===== config.mk =====
export PLATFORM = sky130hd
export DESIGN_NAME = incoming_probe_tracker_unit
export DESIGN_NICKNAME = d
export VERILOG_FILES = /design/src/hw/rtl/ipt_pkg.sv /design/src/hw/rtl/ipt_slot_mem.sv /design/src/hw/rtl/ipt_cmp_unit.sv /design/src/hw/rtl/ipt_seq.sv /design/src/hw/rtl/incoming_probe_tracker_unit.sv
export SDC_FILE = /design/constraint.sdc
export NUM_CORES = 1
export LEC_CHECK = 0
export ABC_CLOCK_PERIOD_IN_PS = 19180
export BUFFER_PORTS_ARGS = -buffer_cell sky130_fd_sc_hd__buf_2
export CAP_MARGIN = 5
export CORE_AREA = 2 2 226 228
export DETAILED_ROUTE_END_ITERATION = 7
export DIE_AREA = 0 0 228 230
export PLACE_DENSITY = 0.9
export SLEW_MARGIN = 15
export SYNTH_ARGS = -nofsm -noshare
export SYNTH_HDL_FRONTEND = slang
export SYNTH_SLANG_ARGS = --single-unit

===== constraint.sdc =====
create_clock -name clk -period 19.18 [get_ports clk]
set_clock_uncertainty 0.2 [all_clocks]
set_input_delay 5.754 -clock clk [delete_from_list [all_inputs] [get_ports clk]]
set_output_delay 5.754 -clock clk [all_outputs]
set_load 0.03 [all_outputs]

===== src/hw/rtl/ipt_pkg.sv =====
// ----------------------------------------------------------------------------
// Incoming probe tracker package
// Sizes, codes and shared types of the probe tracker.
// ----------------------------------------------------------------------------
package ipt_pkg;

  // Table geometry
  localparam int SLOTS     = 8;
  localparam int IDX_W     = $clog2(SLOTS);
  localparam int CNT_W     = $clog2(SLOTS + 1);
  localparam int MAX_OUT   = 8;
  localparam int OUT_CNT_W = $clog2(MAX_OUT + 1);

  // Field widths
  localparam int CMD_W   = 2;
  localparam int KIND_W  = 2;
  localparam int ID_W    = 16;
  localparam int STAMP_W = 32;

  localparam logic [STAMP_W-1:0] TIMEOUT_RST = 32'd1000;

  typedef enum logic [CMD_W-1:0] {
    CMD_CTRL  = 2'd0,
    CMD_MSG   = 2'd1,
    CMD_SCAN  = 2'd2,
    CMD_QUERY = 2'd3
  } cmd_t;

  typedef enum logic [KIND_W-1:0] {
    KIND_SUCCESS       = 2'd0,
    KIND_FAILURE       = 2'd1,
    KIND_PROBE_RESET   = 2'd2,
    KIND_REGULAR_RESET = 2'd3
  } kind_t;

  typedef enum logic [2:0] {
    ST_BLANK     = 3'd0,
    ST_WAIT_CTRL = 3'd1,
    ST_WAIT_MSG  = 3'd2,
    ST_SUCCEEDED = 3'd3,
    ST_FAILED    = 3'd4
  } slot_st_t;

  // One slot's payload as held in the slot memory
  typedef struct packed {
    logic [ID_W-1:0]    pid;
    logic [ID_W-1:0]    source;
    logic [STAMP_W-1:0] stamp;
  } slot_entry_t;

  // Slot memory access from the sequencer
  typedef struct packed {
    logic              we;
    logic [IDX_W-1:0]  waddr;
    slot_entry_t       wdata;
    logic [IDX_W-1:0]  raddr;
  } mem_req_t;

  // Operands of the shared compare unit held by the sequencer
  typedef struct packed {
    logic [ID_W-1:0]    pid;
    logic [ID_W-1:0]    source;
    logic [STAMP_W-1:0] now;
    logic [STAMP_W-1:0] timeout;
  } cmp_req_t;

  // Compare unit flags
  typedef struct packed {
    logic id_eq;
    logic src_eq;
    logic due;
  } cmp_res_t;

endpackage


===== src/hw/rtl/ipt_slot_mem.sv =====
// ----------------------------------------------------------------------------
// Probe tracker slot memory
// One write port and one registered read port holding id, source and stamp.
// ----------------------------------------------------------------------------
module ipt_slot_mem (
  input  logic                 clk,
  input  ipt_pkg::mem_req_t    mem_req,
  output ipt_pkg::slot_entry_t rdata
);
  import ipt_pkg::*;

  slot_entry_t mem [SLOTS];
  slot_entry_t rdata_r;

  // Write and registered read
  always_ff @(posedge clk) begin
    if (mem_req.we) begin
      mem[mem_req.waddr] <= mem_req.wdata;
    end
    rdata_r <= mem[mem_req.raddr];
  end

  assign rdata = rdata_r;

endmodule


===== src/hw/rtl/ipt_cmp_unit.sv =====
// ----------------------------------------------------------------------------
// Probe tracker compare unit
// Shared id / source match and age-versus-timeout check for one slot.
// ----------------------------------------------------------------------------
module ipt_cmp_unit (
  input  ipt_pkg::slot_entry_t entry,
  input  ipt_pkg::cmp_req_t    req,
  output ipt_pkg::cmp_res_t    res
);
  import ipt_pkg::*;

  logic [STAMP_W-1:0] age;

  // Age wraps modulo 2^32
  assign age        = req.now - entry.stamp;
  assign res.id_eq  = (entry.pid == req.pid);
  assign res.src_eq = (entry.source == req.source);
  assign res.due    = (age >= req.timeout);

endmodule


===== src/hw/rtl/ipt_seq.sv =====
// ----------------------------------------------------------------------------
// Probe tracker sequencer
// Walks the slots one per cycle, holds slot states and drives results.
// ----------------------------------------------------------------------------
module ipt_seq (
  input  logic                         clk,
  input  logic                         rst_n,
  input  logic                         start,
  output logic                         busy,
  input  logic [ipt_pkg::CMD_W-1:0]    in_cmd,
  input  logic [ipt_pkg::ID_W-1:0]     in_pid,
  input  logic [ipt_pkg::ID_W-1:0]     in_source,
  input  logic [ipt_pkg::STAMP_W-1:0]  in_now,
  input  logic                         cfg_we,
  input  logic [ipt_pkg::STAMP_W-1:0]  cfg_wdata,
  output ipt_pkg::mem_req_t            mem_req,
  input  ipt_pkg::slot_entry_t         rdata,
  output ipt_pkg::cmp_req_t            cmp_req,
  input  ipt_pkg::cmp_res_t            cmp_res,
  output logic                         out_valid,
  output logic [ipt_pkg::KIND_W-1:0]   out_kind,
  output logic [ipt_pkg::ID_W-1:0]     out_result_pid,
  output logic [ipt_pkg::ID_W-1:0]     out_node,
  output logic                         out_last
);
  import ipt_pkg::*;

  typedef enum logic [1:0] {
    S_IDLE,
    S_SWEEP,
    S_ALLOC,
    S_FLUSH
  } seq_st_t;

  seq_st_t              state_r, state_nxt;
  slot_st_t             slot_st_r [SLOTS];
  slot_st_t             slot_st_nxt [SLOTS];
  logic [IDX_W-1:0]     ap_r, ap_nxt;
  logic [CNT_W-1:0]     acnt_r, acnt_nxt;
  logic [CNT_W-1:0]     idx_r, idx_nxt;
  logic                 ev_vld_r, ev_vld_nxt;
  logic [IDX_W-1:0]     ev_idx_r, ev_idx_nxt;
  logic [OUT_CNT_W-1:0] fcnt_r, fcnt_nxt;
  logic [STAMP_W-1:0]   timeout_r, timeout_nxt;

  // Request held during the walk
  cmd_t                 cmd_r, cmd_nxt;
  logic [ID_W-1:0]      id_r, id_nxt;
  logic [ID_W-1:0]      src_r, src_nxt;
  logic [STAMP_W-1:0]   now_r, now_nxt;

  // Pending failure whose last flag is not known yet
  logic                 pend_vld_r, pend_vld_nxt;
  logic [ID_W-1:0]      pend_id_r, pend_id_nxt;
  logic [ID_W-1:0]      pend_src_r, pend_src_nxt;

  // Result registers
  logic                 out_valid_r, out_valid_nxt;
  kind_t                out_kind_r, out_kind_nxt;
  logic [ID_W-1:0]      out_id_r, out_id_nxt;
  logic [ID_W-1:0]      out_node_r, out_node_nxt;
  logic                 out_last_r, out_last_nxt;

  // Next-state logic
  always_comb begin
    slot_st_t ev_st;
    slot_st_t own_st;
    slot_st_t ap_st;
    logic     ev_end;

    state_nxt     = state_r;
    slot_st_nxt   = slot_st_r;
    ap_nxt        = ap_r;
    acnt_nxt      = acnt_r;
    idx_nxt       = idx_r;
    ev_vld_nxt    = 1'b0;
    ev_idx_nxt    = ev_idx_r;
    fcnt_nxt      = fcnt_r;
    timeout_nxt   = cfg_we ? cfg_wdata : timeout_r;
    cmd_nxt       = cmd_r;
    id_nxt        = id_r;
    src_nxt       = src_r;
    now_nxt       = now_r;
    pend_vld_nxt  = pend_vld_r;
    pend_id_nxt   = pend_id_r;
    pend_src_nxt  = pend_src_r;
    out_valid_nxt = 1'b0;
    out_kind_nxt  = out_kind_r;
    out_id_nxt    = out_id_r;
    out_node_nxt  = out_node_r;
    out_last_nxt  = out_last_r;

    mem_req.we           = 1'b0;
    mem_req.waddr        = ap_r;
    mem_req.wdata.pid    = id_r;
    mem_req.wdata.source = src_r;
    mem_req.wdata.stamp  = now_r;
    mem_req.raddr        = idx_r[IDX_W-1:0];

    ev_st  = slot_st_r[ev_idx_r];
    own_st = (cmd_r == CMD_CTRL) ? ST_WAIT_CTRL : ST_WAIT_MSG;
    ap_st  = slot_st_r[ap_r];
    ev_end = (ev_idx_r == IDX_W'(SLOTS - 1));

    case (state_r)
      S_IDLE: begin
        if (start) begin
          cmd_nxt      = cmd_t'(in_cmd);
          id_nxt       = in_pid;
          src_nxt      = in_source;
          now_nxt      = in_now;
          idx_nxt      = '0;
          acnt_nxt     = '0;
          fcnt_nxt     = '0;
          pend_vld_nxt = 1'b0;
          state_nxt    = S_SWEEP;
        end
      end

      S_SWEEP: begin
        // Issue the next slot read
        if (idx_r < CNT_W'(SLOTS)) begin
          ev_vld_nxt = 1'b1;
          ev_idx_nxt = idx_r[IDX_W-1:0];
          idx_nxt    = idx_r + 1'b1;
        end
        // Evaluate the slot read last cycle
        if (ev_vld_r) begin
          case (cmd_r)
            CMD_CTRL, CMD_MSG: begin
              if (ev_st != ST_BLANK && cmp_res.id_eq) begin
                if (ev_st == own_st && cmp_res.src_eq) begin
                  slot_st_nxt[ev_idx_r] = ST_SUCCEEDED;
                  out_valid_nxt         = 1'b1;
                  out_kind_nxt          = KIND_SUCCESS;
                  out_id_nxt            = id_r;
                  out_node_nxt          = src_r;
                  out_last_nxt          = 1'b1;
                end
                state_nxt = S_IDLE;
              end else if (ev_end) begin
                state_nxt = S_ALLOC;
              end
            end

            CMD_SCAN: begin
              if ((ev_st inside {ST_WAIT_CTRL, ST_WAIT_MSG}) && cmp_res.due &&
                  fcnt_r < OUT_CNT_W'(MAX_OUT)) begin
                slot_st_nxt[ev_idx_r] = ST_FAILED;
                fcnt_nxt              = fcnt_r + 1'b1;
                // Older failure is now known not to be the last
                if (pend_vld_r) begin
                  out_valid_nxt = 1'b1;
                  out_kind_nxt  = KIND_FAILURE;
                  out_id_nxt    = pend_id_r;
                  out_node_nxt  = pend_src_r;
                  out_last_nxt  = 1'b0;
                end
                pend_vld_nxt = 1'b1;
                pend_id_nxt  = rdata.pid;
                pend_src_nxt = rdata.source;
              end
              if (ev_end) begin
                state_nxt = S_FLUSH;
              end
            end

            CMD_QUERY: begin
              if (ev_st == ST_WAIT_MSG && cmp_res.src_eq) begin
                out_valid_nxt = 1'b1;
                out_node_nxt  = src_r;
                out_last_nxt  = 1'b1;
                if (rdata.pid != '0) begin
                  out_kind_nxt = KIND_PROBE_RESET;
                  out_id_nxt   = rdata.pid;
                end else begin
                  out_kind_nxt = KIND_REGULAR_RESET;
                  out_id_nxt   = '0;
                end
                state_nxt = S_IDLE;
              end else if (ev_end) begin
                out_valid_nxt = 1'b1;
                out_kind_nxt  = KIND_REGULAR_RESET;
                out_id_nxt    = '0;
                out_node_nxt  = src_r;
                out_last_nxt  = 1'b1;
                state_nxt     = S_IDLE;
              end
            end

            default: begin
              state_nxt = S_IDLE;
            end
          endcase
        end
      end

      S_ALLOC: begin
        // Round-robin walk for a free slot
        ap_nxt   = (ap_r == IDX_W'(SLOTS - 1)) ? '0 : ap_r + 1'b1;
        acnt_nxt = acnt_r + 1'b1;
        if (ap_st inside {ST_BLANK, ST_SUCCEEDED, ST_FAILED}) begin
          slot_st_nxt[ap_r] = (cmd_r == CMD_CTRL) ? ST_WAIT_MSG : ST_WAIT_CTRL;
          mem_req.we        = 1'b1;
          state_nxt         = S_IDLE;
        end else if (acnt_r == CNT_W'(SLOTS - 1)) begin
          // Table full: drop
          state_nxt = S_IDLE;
        end
      end

      S_FLUSH: begin
        if (pend_vld_r) begin
          out_valid_nxt = 1'b1;
          out_kind_nxt  = KIND_FAILURE;
          out_id_nxt    = pend_id_r;
          out_node_nxt  = pend_src_r;
          out_last_nxt  = 1'b1;
        end
        pend_vld_nxt = 1'b0;
        state_nxt    = S_IDLE;
      end

      default: begin
        state_nxt = S_IDLE;
      end
    endcase
  end

  // State and registered outputs
  always_ff @(posedge clk) begin
    if (!rst_n) begin
      state_r     <= S_IDLE;
      for (int i = 0; i < SLOTS; i++) begin
        slot_st_r[i] <= ST_BLANK;
      end
      ap_r        <= '0;
      ev_vld_r    <= 1'b0;
      pend_vld_r  <= 1'b0;
      out_valid_r <= 1'b0;
      timeout_r   <= TIMEOUT_RST;
    end else begin
      state_r     <= state_nxt;
      slot_st_r   <= slot_st_nxt;
      ap_r        <= ap_nxt;
      ev_vld_r    <= ev_vld_nxt;
      pend_vld_r  <= pend_vld_nxt;
      out_valid_r <= out_valid_nxt;
      timeout_r   <= timeout_nxt;
    end
    acnt_r     <= acnt_nxt;
    idx_r      <= idx_nxt;
    ev_idx_r   <= ev_idx_nxt;
    fcnt_r     <= fcnt_nxt;
    cmd_r      <= cmd_nxt;
    id_r       <= id_nxt;
    src_r      <= src_nxt;
    now_r      <= now_nxt;
    pend_id_r  <= pend_id_nxt;
    pend_src_r <= pend_src_nxt;
    out_kind_r <= out_kind_nxt;
    out_id_r   <= out_id_nxt;
    out_node_r <= out_node_nxt;
    out_last_r <= out_last_nxt;
  end

  assign busy            = (state_r != S_IDLE);
  assign cmp_req.pid     = id_r;
  assign cmp_req.source  = src_r;
  assign cmp_req.now     = now_r;
  assign cmp_req.timeout = timeout_r;
  assign out_valid       = out_valid_r;
  assign out_kind        = out_kind_r;
  assign out_result_pid  = out_id_r;
  assign out_node        = out_node_r;
  assign out_last        = out_last_r;

endmodule


===== src/hw/rtl/incoming_probe_tracker_unit.sv =====
// ----------------------------------------------------------------------------
// Incoming probe tracker
// Slot table that pairs control and message packets of network probes,
// fails stale probes on a scan and answers residual-switching queries.
// ----------------------------------------------------------------------------
//
//  channel  handshake         payload
//  -------  ----------------  ------------------------------------------------
//  in       start / busy      in_cmd, in_pid, in_source, in_now
//  out      out_valid strobe  out_kind, out_result_pid, out_node, out_last
//  cfg      cfg_we            cfg_wdata (timeout_ticks)
//
// A request walks the slot table one slot per cycle through the single read
// port of the slot memory and the shared compare unit. A scan ends with a
// flush of its last failure, a control or message request with no id match
// walks round-robin for a free slot, and a hit ends the walk early.
// Synchronous reset clears all slots to blank, the allocation pointer to zero
// and timeout_ticks to 1000. The receiver cannot stall: each result is
// presented for one cycle only.
module incoming_probe_tracker_unit (
  input  logic                         clk,
  input  logic                         rst_n,
  input  logic                         start,
  output logic                         busy,
  input  logic [ipt_pkg::CMD_W-1:0]    in_cmd,
  input  logic [ipt_pkg::ID_W-1:0]     in_pid,
  input  logic [ipt_pkg::ID_W-1:0]     in_source,
  input  logic [ipt_pkg::STAMP_W-1:0]  in_now,
  output logic                         out_valid,
  output logic [ipt_pkg::KIND_W-1:0]   out_kind,
  output logic [ipt_pkg::ID_W-1:0]     out_result_pid,
  output logic [ipt_pkg::ID_W-1:0]     out_node,
  output logic                         out_last,
  input  logic                         cfg_we,
  input  logic [ipt_pkg::STAMP_W-1:0]  cfg_wdata
);
  import ipt_pkg::*;

  mem_req_t    mem_req;
  slot_entry_t rdata;
  cmp_req_t    cmp_req;
  cmp_res_t    cmp_res;

  // Slot payload storage
  ipt_slot_mem u_mem (
    .clk     (clk),
    .mem_req (mem_req),
    .rdata   (rdata)
  );

  // Shared compare
  ipt_cmp_unit u_cmp (
    .entry (rdata),
    .req   (cmp_req),
    .res   (cmp_res)
  );

  // Sequencer
  ipt_seq u_seq (
    .clk            (clk),
    .rst_n          (rst_n),
    .start          (start),
    .busy           (busy),
    .in_cmd         (in_cmd),
    .in_pid         (in_pid),
    .in_source      (in_source),
    .in_now         (in_now),
    .cfg_we         (cfg_we),
    .cfg_wdata      (cfg_wdata),
    .mem_req        (mem_req),
    .rdata          (rdata),
    .cmp_req        (cmp_req),
    .cmp_res        (cmp_res),
    .out_valid      (out_valid),
    .out_kind       (out_kind),
    .out_result_pid (out_result_pid),
    .out_node       (out_node),
    .out_last       (out_last)
  );

endmodule


# [Word level (Yosys, flattened, before mapping)]
# Memories as Yosys holds them, arrays and structs flattened. A register that Yosys moved wholly into a read port is not among the register bits.
# Cells that the tools add are included.
[classes] addsub=5 magnitude_cmp=7 eq_ne=32 mux=97 bitwise_logic=8 reduce_logical=33
[ops] op="16-bit two-way mux" n=15
[ops] op="24-bit two-way mux" n=5
[ops] op="16-bit one-hot mux with 3 select lines" n=2
[ops] op="24-bit one-hot mux with 2 select lines" n=2
[ops] op="16-bit one-hot mux with 2 select lines" n=2
[ops] op="2-bit two-way mux" n=17
[ops] op="16-bit == test" n=2
[ops] op="32-bit >= comparator" n=1
[ops] op="32-bit subtractor" n=1
[ops] op="1-bit two-way mux" n=25
[ops] op="24-bit bitwise mux" n=1
[ops] op="4-bit one-hot mux with 2 select lines" n=3
[ops] op="3-bit two-way mux" n=7
[ops] op="4-bit two-way mux" n=5
[ops] op="3-bit binary-select mux with 3-bit select" n=2
[ops] op="3-bit demux with 3-bit select" n=2
[ops] op="16-bit bitwise AND" n=1
[ops] op="16-bit inverter" n=1
[ops] op="16-bit bitwise OR" n=1
[ops] op="16-bit nonzero test" n=1
[ops] op="3-bit by 2-bit inequality test with 1-bit output (second input constant)" n=5
[ops] op="4-bit by 1-bit adder with 4-bit output (second input constant)" n=3
[ops] op="2-bit one-hot mux with 3 select lines" n=2
[ops] op="6-bit AND reduction" n=2
[ops] op="36 further kinds" n=74
[word_totals] reg_bits=212 ram_bits=512 inputBits=102 output_inout_bits=37 elab_cells=211 mem_count=1
[memory_table] name="u_mem.mem" words=8 word_bits=64 rd=1 rd_ports_with_merged_regs=1 write_ports=1 line_no="ipt_slot_mem.sv:12" rtl="slot_entry_t mem [SLOTS];"

# [Depth between registers and ports, before layout]
# Gate-level depths: netlist (run 1).
[depth] word_depth=12 depth_mapped=26 mapped_depth_nobuf=25

# [Hierarchy]
# A second synthesis (run 1) with hierarchy kept.
[hier_totals] hier_cells=2022 hier_area_um2=33080.5
[modules_own_cells] module="ipt_slot_mem" instances=1 cells_each=816 area_each_um2=20547.2
[modules_own_cells] module="ipt_seq" instances=1 cells_each=782 area_each_um2=9584.2
[modules_own_cells] module="ipt_cmp_unit" instances=1 cells_each=424 area_each_um2=2949.1

# [Least setup slack after synthesis (run 1)]
# No wires, ideal clock.
[synth_timing] kind="input -> register" from="input start" to="register u_seq.acnt_r[0], enable pin" t_arrival_ns=7.540 slack_ns=11.131 cell_stages=2 cell_sequence="and2_1 > a21o_1"
[synth_via] elab_chain_cells=2
[synth_lines] item="from (decl)" line_no="incoming_probe_tracker_unit.sv:23" rtl="input logic start,"
[synth_lines] item="2-bit inequality test (no source line)"
[synth_lines] item="2-bit AND reduction (no source line)"
[synth_lines] item="to (signal assigned)" line_no="ipt_seq.sv:251" rtl="acnt_r <= acnt_nxt;"
[synth_lines] item="to (decl)" line_no="ipt_seq.sv:39" rtl="logic [CNT_W-1:0] acnt_r, acnt_nxt;"
# Every way passes these cells.
# A chain may end at the register's enable or synchronous reset.

# [Worst setup path in the final report (run 1)]
[layout_timing] from="register u_seq.now_r[0]" to="register u_seq.pend_src_r[2], enable pin"
[layout_via] elab_chain_cells=5
[layout_lines] item="from (decl)" line_no="ipt_seq.sv:50" rtl="logic [STAMP_W-1:0] now_r, now_nxt;"
[layout_lines] item="from (signal assigned)" line_no="ipt_seq.sv:258" rtl="now_r <= now_nxt;"
[layout_lines] item="32-bit subtractor" line_no="ipt_cmp_unit.sv:15" rtl="assign age = req.now - entry.stamp;"
[layout_lines] item="32-bit >= comparator" line_no="ipt_cmp_unit.sv:18" rtl="assign res.due = (age >= req.timeout);"
[layout_lines] item="1-bit logical AND (2 in series)" line_no="ipt_seq.sv:147" rtl="if ((ev_st inside {ST_WAIT_CTRL, ST_WAIT_MSG}) && cmp_res.due &&"
[layout_lines] item="4-bit AND reduction (no source line)"
[layout_lines] item="to (signal assigned)" line_no="ipt_seq.sv:260" rtl="pend_src_r <= pend_src_nxt;"
[layout_lines] item="to (decl)" line_no="ipt_seq.sv:55" rtl="logic [ID_W-1:0] pend_src_r, pend_src_nxt;"
# Every way passes these cells.

==> flow_metrics.env, run 1 <==
export IMPL_top_usage_layer="met2"
export IMPL_hold_slack_ns=0.2572
export IMPL_finalHoldViolCount=0
export IMPL_critPathArrivalTime_ns=7.69
export IMPL_drive_above_1_share=0.2364
export IMPL_period_share=0.3990
export IMPL_drt_iter0_drc=2201
export IMPL_r2r_cells=23
export IMPL_power_density_nw_per_um2=147.7
export IMPL_wl_per_cell_microns=26.17
export IMPL_clkLatencyLatePin_ns=0.64
export IMPL_synth_edff_count=660
export IMPL_final_net_count=2216
export IMPL_drv_slew=0
export IMPL_ys_flop_type="edfxtp_1"
export IMPL_syn_area_sq_um=32090
export IMPL_max_stage_delay_ns=0.95
export IMPL_gr_total_overflow=0
export IMPL_cts_setup_buffers=0
export IMPL_synth_area_leaders="edfxtp_1, mux4_2, dfxtp_1"
export IMPL_status="completed"
export IMPL_cp_required_ns=19.22
export IMPL_hold_path_class="flop to flop"
export IMPL_async_flop_share=0
export IMPL_nFillCells=2816
export IMPL_ctsLongestPathBuffers=3
export IMPL_cp_top_family="compound AO/OA/AOI/OAI gates"
export IMPL_netlist_top_cell_by_area="edfxtp_1"
export IMPL_synth_top_cell_area_share=0.6176
export IMPL_antenna_found_initial=0
export IMPL_worstMarginPinSlew_ns=1.219
export IMPL_synth_most_common_cell="edfxtp_1"
export IMPL_cts_buffers=76
export IMPL_fin_setup_tns_ns=0
export IMPL_grt_first_pass_wirelength_mm=110.2
export IMPL_vias=18074
export IMPL_syn_inst=1885
export IMPL_place_congestion=0.8940
export IMPL_max_freq_mhz=130.7
export IMPL_syn_area_per_cell_sq_um=17.02
export IMPL_firstDrtPassIters=6
export IMPL_htree_levels=3
export IMPL_slew_headroom=0.1826
export IMPL_gr_usage_met2=0.4670
export IMPL_core_area_sq_um=49860
export IMPL_p_leak_nw=12.52
export IMPL_path_class="flop to flop"
export IMPL_syn2layout_area_growth_pct=12.24
export IMPL_clk_pin_slew_ns=0.06
export IMPL_syn_nets=2060
export IMPL_track_usage=0.2795
export IMPL_viasPerCell=6.516
export IMPL_end_kind="flop"
export IMPL_crit_slowest_cell="a31oi_1"
export IMPL_worstPathCellList="inv_1, ha_1, inv_1, fa_1, a21o_1, a21oi_1, o21ai_0, a31oi_1, nor2b_1, o21a_1, o21a_1, o21a_1, o41a_1, xor2_1, ha_1, and4_1, nand3_1, nor4_1, a221o_1, a31oi_1, a31oi_1, nand2_1, nor2_4"
export IMPL_yosys_warnings=0
export IMPL_finalSetupViolCount=0
export IMPL_wirelength_mm=72.59
export IMPL_grt_pass1_vias=18523
export IMPL_path_depth=23
export IMPL_cts_tree="yes"
export IMPL_antenna_cells=0
export IMPL_ctsResizeCount=0
export IMPL_io_pins=139
export IMPL_ant_nets=0
export IMPL_synth_common_cells="edfxtp_1, mux4_2, dfxtp_1"
export IMPL_grt_max_degree=132
export IMPL_cts_root_buffer="clkbuf_16"
export IMPL_synth_ff_latch_count=788
export IMPL_drc=0
export IMPL_die_x_microns=228
export IMPL_die_area_sq_um=52440
export IMPL_ir_drop_mv=0.1008
export IMPL_port_buffer_count=138
export IMPL_drv_cap=0
export IMPL_synth_cell_types=72
export IMPL_cts_hold_buf=0
export IMPL_rsz0062_at_grt="false"
export IMPL_place_hpwl_mm=40.60
export IMPL_path_max_fanout=32
export IMPL_fp_row_count=82
export IMPL_period_needed_ns=7.652
export IMPL_path_buf_inv=2
export IMPL_gr_usage_met1=0.3671
export IMPL_seq_area_frac_synth=0.6974
export IMPL_met3_usage=0.04923
export IMPL_clock_sinks=788
export IMPL_initial_core_util=0.6436
export IMPL_start_kind="flop"
export IMPL_fp_dieH_microns=230
export IMPL_min_path_cells=0
-- routing by layer --
layer | share of wire | vias to the layer above
met3 | 0.090 | 192
met1 | 0.37 | 9100
met4 | 0.036 | 0
met5 | 0 | -
li1 | - | 7689
met2 | 0.50 | 1093
-- power breakdown --
group | total, mW | internal, mW | switching, mW | leakage, nW
combinational | 1.56 | 0.731 | 0.828 | 4.26
clock | 1.49 | 0.863 | 0.624 | 1.20
sequential | 2.27 | 2.10 | 0.177 | 7.05
-- cells by family after synthesis --
logic type,count (synthesis),share of synthesized area
AO/OA/AOI/OAI,235,0.05006
XOR/XNOR,67,0.01829
adder cells (fa/ha/maj),73,0.02869
buffers and inverters,159,0.01949
flip-flops,788,0.6974
multiplexers,278,0.1425
AND/OR/NAND/NOR,285,0.04355
-- cell usage in the layout, fill, tap and decap left out, types with 12 or more instances in the layout --
master	synthesis	routed
a21o_1	28	28
a21oi_1	61	61
and2_1	13	12
buf_2	2	138
buf_4	1	19
clkbuf_1	52	23
clkbuf_16	0	79
clkinv_1	2	12
dfxtp_1	128	127
edfxtp_1	660	660
ha_1	72	72
inv_1	75	75
mux2_2	71	71
mux2i_1	71	71
mux4_2	136	136
nand2_1	61	61
nand2b_1	14	14
nand3_1	24	24
nor2_1	85	77
nor2b_1	22	22
nor3_1	17	15
o21a_1	13	13
o21ai_0	35	35
o22ai_1	16	16
xnor2_1	34	34
xor2_1	33	33
-- flip-flops by register name, indices dropped and copies added (netlist names), 8 cells and up, named ones only --
register and flops:
u_mem.mem 512, u_mem.rdata 64, u_seq.id_r 16, u_seq.now_r 32, u_seq.out_node 16, u_seq.out_result_pid 16, u_seq.pend_id_r 16, u_seq.pend_src_r 16
u_seq.slot_st_r 8, u_seq.src_r 16, u_seq.timeout_r 32
-- final cells by class --
cell class,count,area (sq um),area share
clock inverter,31,327.8,0.009101
sequential,788,22380,0.6214
clock buffer,108,2146,0.05957
timing repair buffer,159,873.3,0.02425
multi-input combinational,938,9158,0.2542
inverter,78,292.8,0.008128
tap,672,840.8,0.02334
-- final timing paths --
kind	from	to	slack [ns]
setup / recovery	u_seq.now_r[0]$_DFFE_PP_	u_seq.pend_src_r[2]$_DFFE_PP_	11.53
hold / removal	u_mem.rdata[45]$_DFF_P_	u_seq.pend_src_r[13]$_DFFE_PP_	0.26
setup reg to reg	u_seq.now_r[0]$_DFFE_PP_	u_seq.pend_src_r[2]$_DFFE_PP_	11.53
hold reg to reg	u_mem.rdata[45]$_DFF_P_	u_seq.pend_src_r[13]$_DFFE_PP_	0.26
-- through the flow --
stage / power [mW] / utilization / cells / instance area, sq um / worst slack, ns
floorplan: 3.409 / - / 1885 / 32090 / 11.13
global placement: 3.712 / 0.6724 / 2634 / 33530 / 11.59
detailed placement: 3.797 / 0.6724 / 2634 / 33530 / 11.57
CTS: 5.319 / 0.7220 / 2773 / 36000 / 11.59
global route: 5.533 / 0.7224 / 2774 / 36020 / 11.41
finish: 5.320 / 0.7224 / 2774 / 36020 / 11.53
-- worst reg2reg max path: cells and delay by family, from the launching register on --
family	cells	cell delay (ns)
compound gates	11	3.29
xor+xnor	1	0.15
fa+ha+maj	3	0.85
buf+inv	2	0.16
flops	1	0.50
simple gates	6	2.10
No activity file was read; power rests on OpenSTA's default activity.
==> run 2: changes to the inputs <==
- ABC_CLOCK_PERIOD_IN_PS: 19180 -> 6620
- CORE_AREA: 2 2 226 228 -> 2 2 245 247
- DIE_AREA: 0 0 228 230 -> 0 0 247 249
- PLACE_DENSITY: 0.9 -> 0.82
- clock period: 19.18 -> 6.62 ns (I/O delays scaled with it)
==> run 2 against run 1 <==
  * Routed wire length is 1.9% lower
  * Register-to-register slack worse by 11 ns
  * Global-route usage is 4.5 points lower
  * Clock power grew to 3.0 times the previous value
  * Sequential cell count stayed put
  * Worst setup slack worse by 11 ns
  * Hold slack worse by 0.0071 ns
  * Sequential share of layout area is 0.73 points lower
  * First-iteration DRC count is 25% lower
  * Critical path depth is 4 higher
  * Clock-buffer cell count stayed put
  * Combinational power grew to 2.9 times the previous value
  * Critical path type unchanged
  * Highest routed layer is now met5
==> flow_metrics.env, run 2 (synthesized netlist as in run 1, its figures left out) <==
export IMPL_viasPerCell=6.094
export IMPL_drive_above_1_share=0.2446
export IMPL_drt_iter0_drc=1648
export IMPL_cts_root_buffer="clkbuf_16"
export IMPL_cts_hold_buf=0
export IMPL_final_common_cell="edfxtp_1"
export IMPL_ctsLongestPathBuffers=3
export IMPL_place_congestion=0.9051
export IMPL_status="completed"
export IMPL_core_area_sq_um=58690
export IMPL_finalHoldViolCount=0
export IMPL_wl_per_cell_microns=24.67
export IMPL_power_density_nw_per_um2=424.0
export IMPL_wirelength_mm=71.23
export IMPL_initial_core_util=0.5469
export IMPL_grt_first_pass_wirelength_mm=108.5
export IMPL_slew_headroom=0.2412
export IMPL_htree_levels=3
export IMPL_period_needed_ns=6.273
export IMPL_track_usage=0.2344
export IMPL_cts_tree="yes"
export IMPL_ant_nets=0
export IMPL_path_class="flop to flop"
export IMPL_grt_pass1_vias=18346
export IMPL_r2r_slack_ns=0.35
export IMPL_nFillCells=3930
export IMPL_path_max_fanout=36
export IMPL_fp_row_count=89
export IMPL_hp_start="u_mem.rdata[36]$_DFF_P_"
export IMPL_instances_no_fill=2887
export IMPL_syn2layout_area_growth_pct=13.58
export IMPL_clkLatencyLatePin_ns=0.63
export IMPL_dp_cells=2742
export IMPL_p_leak_nw=12.64
export IMPL_start_kind="flop"
export IMPL_fin_setup_tns_ns=0
export IMPL_antenna_found_initial=3
export IMPL_grt_max_degree=133
export IMPL_cp_required_ns=6.95
export IMPL_port_buffer_count=138
export IMPL_drc=0
export IMPL_critPathArrivalTime_ns=6.60
export IMPL_whs_endpoint="u_seq.pend_src_r[4]$_DFFE_PP_"
export IMPL_antenna_cells=0
export IMPL_worstMarginPinSlew_ns=1.138
export IMPL_finalPower_mw=15.45
export IMPL_io_pins=139
export IMPL_vias=17592
export IMPL_final_net_count=2225
export IMPL_end_kind="flop"
export IMPL_firstDrtPassIters=7
export IMPL_max_freq_mhz=159.4
export IMPL_r2r_start="u_seq.now_r[0]$_DFFE_PP_"
export IMPL_clock_sinks=788
export IMPL_clk_pin_slew_ns=0.06
export IMPL_place_hpwl_mm=40.71
export IMPL_largest_reg_flops=512
export IMPL_period_share=0.9476
export IMPL_drv_cap=0
export IMPL_fp_dieH_microns=249
export IMPL_cts_buffers=77
export IMPL_r2r_cells=27
export IMPL_mostFrequentLayoutCells="edfxtp_1, buf_2, mux4_2"
export IMPL_ir_drop_mv=0.5142
export IMPL_rsz0062_at_grt="false"
export IMPL_die_area_sq_um=61500
export IMPL_largest_register="u_mem.mem"
export IMPL_hold_path_class="flop to flop"
export IMPL_min_path_cells=0
export IMPL_die_x_microns=247
export IMPL_gr_total_overflow=0
export IMPL_finalSetupViolCount=0
export IMPL_drv_slew=0
==> run 2: cell count changes in the layout (fill, tap and decap cells not counted), sizes merged <==
cell / change
buf: +8
clkinv: +1
bufinv: +2
inv: +1
==> run 2: routing by layer <==
layer	GRT usage	vias up	wire (microns)
li1	-	7706	-
met1	0.3193	8920	28790
met2	0.3789	814	34610
met3	0.04568	146	5768
met4	0.08365	6	2025
met5	0	-	36
==> run 2: how the worst max path moves through the flow <==
| stage | startpoint | endpoint | cells after the start |
|---|---|---|---|
| 2_1_floorplan | u_seq.now_r[0]$_DFFE_PP_ | u_seq.pend_id_r[0]$_DFFE_PP_ | 23 |
| 3_3_place_gp | u_seq.now_r[0]$_DFFE_PP_ | u_seq.out_last$_SDFFCE_PP1P_ | 26 |
| 3_5_place_dp | u_seq.now_r[0]$_DFFE_PP_ | flop | 27 |
| 4_1_cts | u_seq.now_r[0]$_DFFE_PP_ | flop | 27 |
| 5_1_grt | u_seq.now_r[0]$_DFFE_PP_ | u_seq.out_last$_SDFFCE_PP1P_ | 26 |
| 6_report | u_seq.now_r[0]$_DFFE_PP_ | flop | 27 |
==> run 2: worst max-delay path, stage by stage, from the launching register on <==
cell and delay, ns:
edfxtp_1 0.50, inv_1 0.10, ha_1 0.18, inv_1 0.06, fa_1 0.39, a21o_1 0.18
a21oi_1 0.30, o21ai_0 0.20, a31oi_1 0.33, nor2b_1 0.09, o21a_1 0.19, o21a_1 0.17
o21a_1 0.18, o41a_1 0.32, xor2_1 0.16, ha_1 0.27, and4_1 0.20, nand3_1 0.13
nor4_2 0.33, a221o_1 0.19, a31oi_1 0.05, a31oi_2 0.29, buf_4 0.21, o21bai_4 0.07
a21boi_4 0.15, buf_6 0.27, and2_1 0.23, mux2i_1 0.22
==> run 2: repair_timing <==
| action | CTS | global route |
|---|---|---|
| endpoints found under the setup margin | 0 | 94 |
| gates resized for setup | 0 | 3 |
| setup buffers | 0 | 0 |
==> run 2: per-stage QoR <==
| stage | utilization | setup WS (ns) | hold WS [ns] | area [sq um] |
|---|---|---|---|---|
| 3_3_place_gp | 0.5758 | 0.4064 | 0.2342 | 33790 |
| 4_1_cts | 0.6200 | 0.09932 | 0.2445 | 36390 |
| 3_5_place_dp | 0.5758 | 0.2425 | 0.2394 | 33790 |
| 6_report | 0.6211 | 0.3468 | 0.2501 | 36450 |
| 2_1_floorplan | - | 0.04338 | 0.2280 | 32100 |
| 5_1_grt | 0.6211 | 0.002037 | 0.2572 | 36450 |
==> run 2: layout make-up <==
cell class	count	area, sq um	share of cell area
flip-flops and latches	788	22380	0.6141
multi-input cells	938	9183	0.2519
clock buffers	108	2176	0.05969
repair buffers	167	1032	0.02832
well taps	773	967.2	0.02653
clock inverters	35	416.7	0.01143
inverters	78	292.8	0.008032
==> run 2: power by group <==
group,total [mW],switching [mW],internal [mW]
Combinational,4.47,2.33,2.14
Sequential,6.53,0.457,6.07
Clock,4.46,1.83,2.62
Total,15.5,4.62,10.8
